<file path="config.mk">
export PLATFORM = sky130hd
export DESIGN_NAME = sliding_window_rate_meter_top
export DESIGN_NICKNAME = d
export VERILOG_FILES = /design/src/swrm_pkg.sv /design/src/swrm_ram.sv /design/src/swrm_div.sv /design/src/sliding_window_rate_meter_top.sv
export SDC_FILE = /design/constraint.sdc
export NUM_CORES = 2
export LEC_CHECK = 0
export BUFFER_PORTS_ARGS = -buffer_cell sky130_fd_sc_hd__buf_2
export CAP_MARGIN = 40
export CORE_MARGIN = 2
export CORE_UTILIZATION = 30
export CTS_BUF_LIST = sky130_fd_sc_hd__clkbuf_8
export DETAILED_ROUTE_END_ITERATION = 8
export PLACE_DENSITY = 0.46
export SYNTH_ARGS = -nofsm -noshare
export SYNTH_HDL_FRONTEND = slang
export SYNTH_SLANG_ARGS = --single-unit
</file>
<file path="constraint.sdc">
create_clock -name clk -period 6 [get_ports clk]
set_input_delay 0.6 -clock clk [delete_from_list [all_inputs] [get_ports clk]]
set_output_delay 0.6 -clock clk [all_outputs]
set_load 0.02 [all_outputs]
</file>
<file path="src/swrm_pkg.sv">
// ----------------------------------------------------------------------------
// swrm_pkg: shared types and constants of the sliding window rate meter
// Field widths, item kinds, averaging scale and the packed result layout.
// ----------------------------------------------------------------------------
package swrm_pkg;

    localparam int DEFAULT_WINDOW_UNITS = 16;

    localparam int FUNC_W      = 2;
    localparam int AMOUNT_W    = 16;
    localparam int SLOT_B_W    = 32;
    localparam int SLOT_P_W    = 24;
    localparam int WIN_B_W     = 40;
    localparam int WIN_P_W     = 32;
    localparam int TOT_B_W     = 48;
    localparam int TOT_P_W     = 32;
    localparam int TIME_W      = 32;
    localparam int RATE_W      = 32;

    // averages scale by 1000 = 2**10 - 24
    localparam int AVG_SCALE   = 1000;
    localparam int SCALE_SHIFT = 10;
    localparam int DIV_B_W     = TOT_B_W + SCALE_SHIFT;
    localparam int DIV_P_W     = TOT_P_W + SCALE_SHIFT;

    typedef enum logic [FUNC_W-1:0] {
        FUNC_RECORD = 2'd0,
        FUNC_UNIT   = 2'd1,
        FUNC_MS     = 2'd2,
        FUNC_NONE   = 2'd3
    } func_t;

    // first field in the highest bits
    typedef struct packed {
        logic [RATE_W-1:0]  peak_packet_rate;
        logic [RATE_W-1:0]  peak_byte_rate;
        logic [RATE_W-1:0]  average_packet_rate;
        logic [RATE_W-1:0]  average_byte_rate;
        logic [RATE_W-1:0]  packet_rate;
        logic [RATE_W-1:0]  byte_rate;
        logic [TOT_P_W-1:0] out_total_packets;
        logic [TOT_B_W-1:0] out_total_bytes;
    } result_t;

    localparam int RES_W = $bits(result_t);

endpackage

</file>
<file path="src/swrm_ram.sv">
// ----------------------------------------------------------------------------
// swrm_ram: generic single write, single read RAM
// One write port, one read port, read data registered.
// ----------------------------------------------------------------------------
module swrm_ram #(
    parameter int WIDTH = 8,
    parameter int DEPTH = 16
) (
    input  logic                     clk,
    input  logic                     we,
    input  logic [$clog2(DEPTH)-1:0] waddr,
    input  logic [WIDTH-1:0]         wdata,
    input  logic [$clog2(DEPTH)-1:0] raddr,
    output logic [WIDTH-1:0]         rdata
);

    logic [WIDTH-1:0] mem_reg [DEPTH];
    logic [WIDTH-1:0] rdata_reg;

    always_ff @(posedge clk)
    begin
        if (we)
        begin
            mem_reg[waddr] <= wdata;
        end
        rdata_reg <= mem_reg[raddr];
    end

    assign rdata = rdata_reg;

endmodule

</file>
<file path="src/swrm_div.sv">
// ----------------------------------------------------------------------------
// swrm_div: bit-serial restoring divider
// One quotient bit per cycle; quotient saturated to the rate width.
// ----------------------------------------------------------------------------
module swrm_div #(
    parameter int DW = swrm_pkg::DIV_B_W
) (
    input  logic                        clk,
    input  logic                        rst_n,
    input  logic                        start,
    input  logic [DW-1:0]               dividend,
    input  logic [swrm_pkg::RATE_W-1:0] divisor,
    output logic                        busy,
    output logic [swrm_pkg::RATE_W-1:0] quotient
);

    localparam int RW = swrm_pkg::RATE_W;
    localparam int CW = $clog2(DW + 1);

    logic          busy_reg;
    logic [CW-1:0] cnt_reg;
    logic [RW-1:0] rem_reg;
    logic [RW-1:0] rem_next;
    logic [DW-1:0] quo_reg;
    logic [RW-1:0] div_reg;
    logic [RW:0]   trial;
    logic [RW:0]   diff;
    logic          take;

    always_comb
    begin
        trial    = {rem_reg, quo_reg[DW-1]};
        diff     = trial - {1'b0, div_reg};
        take     = (trial >= {1'b0, div_reg});
        rem_next = take ? diff[RW-1:0] : trial[RW-1:0];
    end

    always_ff @(posedge clk or negedge rst_n)
    begin
        if (!rst_n)
        begin
            busy_reg <= 1'b0;
            cnt_reg  <= '0;
        end
        else if (start)
        begin
            busy_reg <= 1'b1;
            cnt_reg  <= CW'(DW);
        end
        else if (busy_reg)
        begin
            cnt_reg <= cnt_reg - CW'(1);
            if (cnt_reg == CW'(1))
            begin
                busy_reg <= 1'b0;
            end
        end
    end

    always_ff @(posedge clk)
    begin
        if (start)
        begin
            rem_reg <= '0;
            quo_reg <= dividend;
            div_reg <= divisor;
        end
        else if (busy_reg)
        begin
            rem_reg <= rem_next;
            quo_reg <= {quo_reg[DW-2:0], take};
        end
    end

    assign busy     = busy_reg;
    assign quotient = (|quo_reg[DW-1:RW]) ? '1 : quo_reg[RW-1:0];

endmodule

</file>
<file path="src/sliding_window_rate_meter_top.sv">
// ----------------------------------------------------------------------------
// sliding_window_rate_meter_top: sliding window traffic rate meter
// Lifetime totals, windowed rates over a ring of unit slots, peaks and
// long-run averages; one result item per input item.
// ----------------------------------------------------------------------------
//  channel   dir  handshake          payload
//  s_*       in   s_tvalid/s_tready  s_tuser func, s_tdata amount
//  m_*       out  m_tvalid/m_tready  m_tdata eight result fields
//
//  Records, millisecond ticks and idle kinds each run the bit-serial average
//  division (48+10 quotient bits) before the next item is accepted. Unit
//  ticks run the window division through the same dividers first.
//  After reset all WINDOW_UNITS+1 slot RAM entries are zeroed, with s_tready low.
//  A waiting result sits in the output register; the next item is taken
//  meanwhile, and only its own result waits for m_tready.
// ----------------------------------------------------------------------------
module sliding_window_rate_meter_top #(
    parameter int WINDOW_UNITS = swrm_pkg::DEFAULT_WINDOW_UNITS
) (
    input  logic                          clk,
    input  logic                          rst_n,
    input  logic                          s_tvalid,
    output logic                          s_tready,
    input  logic [swrm_pkg::AMOUNT_W-1:0] s_tdata,   // amount
    input  logic [swrm_pkg::FUNC_W-1:0]   s_tuser,   // func
    output logic                          m_tvalid,
    input  logic                          m_tready,
    // out_total_bytes, out_total_packets, byte_rate, packet_rate,
    // average_byte_rate, average_packet_rate, peak_byte_rate, peak_packet_rate
    output logic [swrm_pkg::RES_W-1:0]    m_tdata
);

    localparam int RING  = WINDOW_UNITS + 1;
    localparam int IW    = $clog2(RING);
    localparam int SBW   = swrm_pkg::SLOT_B_W;
    localparam int SPW   = swrm_pkg::SLOT_P_W;
    localparam int WBW   = swrm_pkg::WIN_B_W;
    localparam int WPW   = swrm_pkg::WIN_P_W;
    localparam int TBW   = swrm_pkg::TOT_B_W;
    localparam int TPW   = swrm_pkg::TOT_P_W;
    localparam int TW    = swrm_pkg::TIME_W;
    localparam int RW    = swrm_pkg::RATE_W;
    localparam int AW    = swrm_pkg::AMOUNT_W;
    localparam int DBW   = swrm_pkg::DIV_B_W;
    localparam int DPW   = swrm_pkg::DIV_P_W;
    localparam int SH    = swrm_pkg::SCALE_SHIFT;
    localparam int SLOTW = SBW + SPW;

    typedef enum logic [3:0] {
        ST_CLEAR,
        ST_IDLE,
        ST_EXEC,
        ST_REC,
        ST_TICK_A,
        ST_TICK_B,
        ST_RATE_GO,
        ST_RATE_WAIT,
        ST_MUL,
        ST_AVG_GO,
        ST_AVG_WAIT,
        ST_OUT
    } state_t;

    state_t                   state_reg;
    logic [IW-1:0]            clr_idx_reg;
    logic [IW-1:0]            slot_idx_reg;
    logic [IW-1:0]            next_idx;
    swrm_pkg::func_t          func_reg;
    logic [AW-1:0]            amount_reg;
    logic [WBW-1:0]           win_b_reg;
    logic [WPW-1:0]           win_p_reg;
    logic [TBW-1:0]           tot_b_reg;
    logic [TPW-1:0]           tot_p_reg;
    logic [RW-1:0]            cur_b_reg;
    logic [RW-1:0]            cur_p_reg;
    logic [RW-1:0]            peak_b_reg;
    logic [RW-1:0]            peak_p_reg;
    logic [TW-1:0]            elapsed_reg;
    logic [DBW-1:0]           p24_b_reg;
    logic [DPW-1:0]           p24_p_reg;
    logic                     m_tvalid_reg;
    swrm_pkg::result_t        m_tdata_reg;

    logic                     ram_we;
    logic [IW-1:0]            ram_waddr;
    logic [SLOTW-1:0]         ram_wdata;
    logic [IW-1:0]            ram_raddr;
    logic [SLOTW-1:0]         ram_rdata;
    logic [SBW-1:0]           rd_b;
    logic [SPW-1:0]           rd_p;

    logic [TBW:0]             tot_b_sum;
    logic [TBW-1:0]           tot_b_next;
    logic [TPW-1:0]           tot_p_next;
    logic [SBW:0]             slot_b_sum;
    logic [SBW-1:0]           slot_b_next;
    logic [SPW-1:0]           slot_p_next;
    logic [WBW:0]             win_b_sum;
    logic [WPW:0]             win_p_sum;
    logic [WBW-1:0]           win_b_next;
    logic [WPW-1:0]           win_p_next;
    logic [TW-1:0]            elapsed_next;

    logic                     div_start;
    logic [DBW-1:0]           div_b_in;
    logic [DPW-1:0]           div_p_in;
    logic [RW-1:0]            divisor;
    logic                     div_b_busy;
    logic                     div_p_busy;
    logic [RW-1:0]            q_b;
    logic [RW-1:0]            q_p;
    logic                     out_free;

    assign rd_b     = ram_rdata[SBW-1:0];
    assign rd_p     = ram_rdata[SLOTW-1:SBW];
    assign next_idx = (slot_idx_reg == IW'(RING - 1)) ? '0 : slot_idx_reg + IW'(1);
    assign out_free = !m_tvalid_reg || m_tready;

    swrm_ram #(
        .WIDTH (SLOTW),
        .DEPTH (RING)
    ) u_slots (
        .clk   (clk),
        .we    (ram_we),
        .waddr (ram_waddr),
        .wdata (ram_wdata),
        .raddr (ram_raddr),
        .rdata (ram_rdata)
    );

    swrm_div #(
        .DW (DBW)
    ) u_div_b (
        .clk      (clk),
        .rst_n    (rst_n),
        .start    (div_start),
        .dividend (div_b_in),
        .divisor  (divisor),
        .busy     (div_b_busy),
        .quotient (q_b)
    );

    swrm_div #(
        .DW (DPW)
    ) u_div_p (
        .clk      (clk),
        .rst_n    (rst_n),
        .start    (div_start),
        .dividend (div_p_in),
        .divisor  (divisor),
        .busy     (div_p_busy),
        .quotient (q_p)
    );

    always_comb
    begin
        tot_b_sum    = {1'b0, tot_b_reg} + (TBW + 1)'(amount_reg);
        tot_b_next   = tot_b_sum[TBW] ? '1 : tot_b_sum[TBW-1:0];
        tot_p_next   = (&tot_p_reg) ? tot_p_reg : tot_p_reg + TPW'(1);
        slot_b_sum   = {1'b0, rd_b} + (SBW + 1)'(amount_reg);
        slot_b_next  = slot_b_sum[SBW] ? '1 : slot_b_sum[SBW-1:0];
        slot_p_next  = (&rd_p) ? rd_p : rd_p + SPW'(1);
        win_b_sum    = {1'b0, win_b_reg} + (WBW + 1)'(rd_b);
        win_p_sum    = {1'b0, win_p_reg} + (WPW + 1)'(rd_p);
        win_b_next   = (win_b_reg >= WBW'(rd_b)) ? win_b_reg - WBW'(rd_b) : '0;
        win_p_next   = (win_p_reg >= WPW'(rd_p)) ? win_p_reg - WPW'(rd_p) : '0;
        elapsed_next = (&elapsed_reg) ? elapsed_reg : elapsed_reg + TW'(1);
    end

    always_comb
    begin
        ram_we    = 1'b0;
        ram_waddr = slot_idx_reg;
        ram_wdata = '0;
        ram_raddr = slot_idx_reg;
        unique case (state_reg)
            ST_CLEAR:
            begin
                ram_we    = 1'b1;
                ram_waddr = clr_idx_reg;
            end
            ST_REC:
            begin
                ram_we    = 1'b1;
                ram_wdata = {slot_p_next, slot_b_next};
            end
            ST_TICK_A:
            begin
                ram_raddr = next_idx;
            end
            ST_TICK_B:
            begin
                ram_we = 1'b1;
            end
            default:
            begin
                ram_we = 1'b0;
            end
        endcase
    end

    // 1000*t = (t << 10) - 24*t
    always_comb
    begin
        div_start = (state_reg == ST_RATE_GO) || (state_reg == ST_AVG_GO);
        if (state_reg == ST_RATE_GO)
        begin
            div_b_in = DBW'(win_b_reg);
            div_p_in = DPW'(win_p_reg);
            divisor  = RW'(WINDOW_UNITS);
        end
        else
        begin
            div_b_in = (DBW'(tot_b_reg) << SH) - p24_b_reg;
            div_p_in = (DPW'(tot_p_reg) << SH) - p24_p_reg;
            divisor  = (elapsed_reg < TW'(swrm_pkg::AVG_SCALE))
                     ? RW'(swrm_pkg::AVG_SCALE) : RW'(elapsed_reg);
        end
    end

    always_ff @(posedge clk or negedge rst_n)
    begin
        if (!rst_n)
        begin
            state_reg    <= ST_CLEAR;
            clr_idx_reg  <= '0;
            slot_idx_reg <= '0;
            func_reg     <= swrm_pkg::FUNC_NONE;
            amount_reg   <= '0;
            win_b_reg    <= '0;
            win_p_reg    <= '0;
            tot_b_reg    <= '0;
            tot_p_reg    <= '0;
            cur_b_reg    <= '0;
            cur_p_reg    <= '0;
            peak_b_reg   <= '0;
            peak_p_reg   <= '0;
            elapsed_reg  <= '0;
            p24_b_reg    <= '0;
            p24_p_reg    <= '0;
            m_tvalid_reg <= 1'b0;
            m_tdata_reg  <= '0;
        end
        else
        begin
            if (m_tvalid_reg && m_tready && (state_reg != ST_OUT))
            begin
                m_tvalid_reg <= 1'b0;
            end
            unique case (state_reg)
                ST_CLEAR:
                begin
                    clr_idx_reg <= clr_idx_reg + IW'(1);
                    if (clr_idx_reg == IW'(RING - 1))
                    begin
                        state_reg <= ST_IDLE;
                    end
                end
                ST_IDLE:
                begin
                    if (s_tvalid)
                    begin
                        func_reg   <= swrm_pkg::func_t'(s_tuser);
                        amount_reg <= s_tdata;
                        state_reg  <= ST_EXEC;
                    end
                end
                ST_EXEC:
                begin
                    unique case (func_reg)
                        swrm_pkg::FUNC_RECORD: state_reg <= ST_REC;
                        swrm_pkg::FUNC_UNIT:   state_reg <= ST_TICK_A;
                        swrm_pkg::FUNC_MS:
                        begin
                            elapsed_reg <= elapsed_next;
                            state_reg   <= ST_MUL;
                        end
                        swrm_pkg::FUNC_NONE:   state_reg <= ST_MUL;
                    endcase
                end
                ST_REC:
                begin
                    tot_b_reg <= tot_b_next;
                    tot_p_reg <= tot_p_next;
                    state_reg <= ST_MUL;
                end
                ST_TICK_A:
                begin
                    win_b_reg    <= win_b_sum[WBW] ? '1 : win_b_sum[WBW-1:0];
                    win_p_reg    <= win_p_sum[WPW] ? '1 : win_p_sum[WPW-1:0];
                    slot_idx_reg <= next_idx;
                    state_reg    <= ST_TICK_B;
                end
                ST_TICK_B:
                begin
                    win_b_reg <= win_b_next;
                    win_p_reg <= win_p_next;
                    state_reg <= ST_RATE_GO;
                end
                ST_RATE_GO:
                begin
                    state_reg <= ST_RATE_WAIT;
                end
                ST_RATE_WAIT:
                begin
                    if (!div_b_busy && !div_p_busy)
                    begin
                        cur_b_reg <= q_b;
                        cur_p_reg <= q_p;
                        if (q_b > peak_b_reg)
                        begin
                            peak_b_reg <= q_b;
                        end
                        if (q_p > peak_p_reg)
                        begin
                            peak_p_reg <= q_p;
                        end
                        state_reg <= ST_MUL;
                    end
                end
                ST_MUL:
                begin
                    p24_b_reg <= (DBW'(tot_b_reg) << 4) + (DBW'(tot_b_reg) << 3);
                    p24_p_reg <= (DPW'(tot_p_reg) << 4) + (DPW'(tot_p_reg) << 3);
                    state_reg <= ST_AVG_GO;
                end
                ST_AVG_GO:
                begin
                    state_reg <= ST_AVG_WAIT;
                end
                ST_AVG_WAIT:
                begin
                    if (!div_b_busy && !div_p_busy)
                    begin
                        state_reg <= ST_OUT;
                    end
                end
                ST_OUT:
                begin
                    if (out_free)
                    begin
                        m_tdata_reg.out_total_bytes     <= tot_b_reg;
                        m_tdata_reg.out_total_packets   <= tot_p_reg;
                        m_tdata_reg.byte_rate           <= cur_b_reg;
                        m_tdata_reg.packet_rate         <= cur_p_reg;
                        m_tdata_reg.average_byte_rate   <= q_b;
                        m_tdata_reg.average_packet_rate <= q_p;
                        m_tdata_reg.peak_byte_rate      <= peak_b_reg;
                        m_tdata_reg.peak_packet_rate    <= peak_p_reg;
                        m_tvalid_reg                    <= 1'b1;
                        state_reg                       <= ST_IDLE;
                    end
                end
                default:
                begin
                    state_reg <= ST_IDLE;
                end
            endcase
        end
    end

    assign s_tready = (state_reg == ST_IDLE);
    assign m_tvalid = m_tvalid_reg;
    assign m_tdata  = m_tdata_reg;

endmodule

</file>
==> results.cfg <==
[outcome]
status = complete, no violations

[cts]
cts_tree = built
cts.repair.resized = 0
ctsLongestPathBuffers = 4
number_of_buffers_inserted_for_hold_repair_after_clock_tree_synthesis = 19
cts_sinks = 1919
cts-root-buf = sky130_fd_sc_hd__clkbuf_8
clkLatencyLatePin_ns = 1.02
number_of_clock_buffers_inserted_by_tritoncts = 346
post-cts-setup-buffers = 0
ctsHtreeMaxLevel = 5
clkSlewWorstSetupHoldPaths_ns = 0.06

[power]
power.ir.vdd_worst_uv = 172
cellPowerDensity_nw_per_um2 = 233
total_leakage_power_nw = 47.6
report.power.total_mw = 26.2

[critical_path]
setup.worst_path.start = amount_reg[0]
worst_r2r_endpoint = u_slots.mem_reg[3][28]
worst_setup_path_end_kind = flip-flop
critical_path_most_common_cell = sky130_fd_sc_hd__inv_1
worstSetupEndpoint = u_slots.mem_reg[3][28]
critPathKind = flip-flop to flip-flop
worst_path_max_stage_delay_ns = 0.89
critical_path.reg2reg.startpoint = amount_reg[0]
worst-r2r-setup-slack_ns = 1.07
critical_path.n_buffers_inverters = 2
crit_slowest_cell = sky130_fd_sc_hd__a311oi_2
start_kind = flip-flop
cp_cell_sequence = ha_1 > inv_1 > fa_1 > nor2b_1 > o21ai_0 > a21oi_1 > o41ai_1 > nor2_1 > o32ai_1 > o21ai_1 > nand2_1 > inv_1 > a311oi_2
worstPathArrival_ns = 5.58
number_of_stages_on_the_worst_setup_path = 13
worst_path_dominant_cell_family = compound AO/OA/AOI/OAI gates
timing.reg2reg.worst_path_depth = 13
cp.required_ns = 6.65
critical_path_peak_fanout = 17

[sta]
worst_pin_slew_ns = 1.02
finalCritPeriodShare_pct = 82.1
report.final.hold_viol_count = 0
timing.final.setup_violations = 0
maxSlewHeadroom_pct = 32.3
grt_setup_unrepaired = no
period_minus_slack_ns = 4.93
tns_ns = 0
finClkSkew_ns = 0.126
max_freq_ghz = 0.203
final-max-slew-violation-count = 0
worst_slack_ns = 1.07

[cells_and_area]
layout_common_cells = sky130_fd_sc_hd__nand2_1 (1595), sky130_fd_sc_hd__edfxtp_1 (1084), sky130_fd_sc_hd__dfrtp_1 (711)
regArea_um2 = 52900
largest_reg_flops = 952
fillers = 32900
layout.cells.most_common = sky130_fd_sc_hd__nand2_1
final_net_count = 10300
drive_above_1_share_pct = 13.3
multi_input_area_um2 = 41500
flow.area_growth_from_synthesis_pct = 14.8

[drt]
wirelength_mm = 323
remaining_drc_errors = 0
wire_per_inst_um = 22.3
via_count = 74100
ant_nets = 0
dr.pass1.iters = 8
avgViaCountPerCell = 5.13
initialDrtViolationCount = 5661

[global_routing]
wire_length_of_the_first_global_routing_pass_mm = 481
grt_usage_pct = 19.0
maximum_number_of_pins_on_one_net_before_global_route_repair = 149
initial_antenna_violation_count = 8
grt_pass1_vias = 73500
grt-ovfl-total = 0

[place]
post-place-ws_ns = 1.11
hpwl_mm = 219
global_placement_routability_congestion = 0.891
io_buffer_count = 295

[yosys]
syn_nets = 9913
synthArstFlopShare_pct = 37.3
synth_enable_flop_cells = 1084
sequential_cell_area_fraction_in_the_yosys_report_pct = 54.1
synth_top_flop_cell = sky130_fd_sc_hd__edfxtp_1
syn_area_per_cell_um2 = 10.4
synth.ff_latch_count = 1919
netlist_area_um2 = 97800
synthesis.yosys.warnings = 0
post_synth_num_cell_types = 111
syn_inst = 9438

[floorplanning]
die_y_um = 575
floorplan.rows = 209
dieWidth_um = 575
total_core_area_um2 = 324000
dieArea_um2 = 330000
floorplan.io_pins = 296
floorplan.initialDensity_pct = 30.2

[worst_hold_path]
min_delay_path_depth = 3
hold_class = primary input to flip-flop

[job]
max_cap_viol_count = 0
## final cells by class
cell class	count	share of cell area (%)
multi-input cells	6564	36.9
diodes	11	0.0245
repair buffers	538	3.49
inverters	466	1.57
flip-flops and latches	1919	47.1
clock buffers	408	5.00
clock inverters	224	1.07
well taps	4325	4.82
## power breakdown
part,switching [mW],internal [mW],leakage [nW]
Clock,5.70,6.53,3.98
Sequential,0.0000000000000000127,13.8,18.4
Combinational,0.105,0.0230,25.3
Total,5.81,20.4,47.6
## stage by stage
step           hold slack (ns)  instance area (um2)  utilization (%)  std cells
2_1_floorplan            0.304                97800                -       9438
3_3_place_gp             0.428               105000             32.2      13700
3_5_place_dp             0.429               105000             32.5      13800
4_1_cts                  0.118               112000             34.6      14400
5_1_grt                  0.133               112000             34.6      14500
6_report                 0.171               112000             34.6      14500
## metal layers
layer | routed length [um] | GRT usage (%) | vias up
met4 | 8540 | 5.11 | 0
met3 | 15500 | 2.57 | 448
met1 | 148000 | 25.9 | 36700
met2 | 151000 | 31.4 | 2009
li1 | - | - | 34900
met5 | 0 | 0 | -
## worst min path at each step
stage                                  from           endpoint
finish                             m_tready           m_tvalid
detailed placement  u_slots.mem_reg[16][36]  u_slots.rdata[36]
global placement    u_slots.mem_reg[16][48]  u_slots.rdata[48]
floorplan                             rst_n      amount_reg[0]
global route                       m_tready           m_tvalid
CTS                                m_tready           m_tvalid
## Yosys cell counts, types with 48 or more instances
master	n	area (um2)
sky130_fd_sc_hd__a311oi_1	240	2100
sky130_fd_sc_hd__clkbuf_1	367	1380
sky130_fd_sc_hd__nand2_1	1598	6000
sky130_fd_sc_hd__nand3_1	337	1690
sky130_fd_sc_hd__and2_1	50	313
sky130_fd_sc_hd__a21o_1	183	1370
sky130_fd_sc_hd__dfrtp_1	713	17800
sky130_fd_sc_hd__mux2_2	230	2590
sky130_fd_sc_hd__nand4_1	90	563
sky130_fd_sc_hd__and3_1	163	1020
sky130_fd_sc_hd__o21bai_1	67	503
sky130_fd_sc_hd__nand2b_1	65	407
sky130_fd_sc_hd__o211ai_1	48	360
sky130_fd_sc_hd__o21a_1	50	375
sky130_fd_sc_hd__edfxtp_1	1084	32600
sky130_fd_sc_hd__a31oi_1	70	438
sky130_fd_sc_hd__mux2i_1	94	941
sky130_fd_sc_hd__a211oi_1	74	556
sky130_fd_sc_hd__xnor2_1	240	2100
sky130_fd_sc_hd__buf_2	83	415
sky130_fd_sc_hd__a21oi_1	614	3070
sky130_fd_sc_hd__nor2b_1	50	313
sky130_fd_sc_hd__o21ai_0	472	2360
sky130_fd_sc_hd__xor2_1	140	1230
sky130_fd_sc_hd__nor3_1	93	465
sky130_fd_sc_hd__inv_1	460	1730
sky130_fd_sc_hd__ha_1	443	5540
sky130_fd_sc_hd__nor2_1	612	2300
sky130_fd_sc_hd__dfxtp_1	120	2400
sky130_fd_sc_hd__o31ai_1	84	631
## worst min-delay path, cell delays in order
cell and delay (ns):
sky130_fd_sc_hd__buf_2 0.07, sky130_fd_sc_hd__nand2b_1 0.25, sky130_fd_sc_hd__nand2_1 0.09
## cell families (layout without fill, tap and decap cells)
family	count (synthesis)	after routing	share of synthesized area, %
and+or+nand+nor	3206	3206	14.5
AOI/OAI and AO/OA	2201	2201	14.7
DFF	1919	1919	54.1
buffers and inverters	955	1636	3.84
adders and majority gates	453	453	5.87
xor gates and xnor gates	380	380	3.40
muxes	324	324	3.61
other	0	11	0
Power figures use the tool's default switching activity.
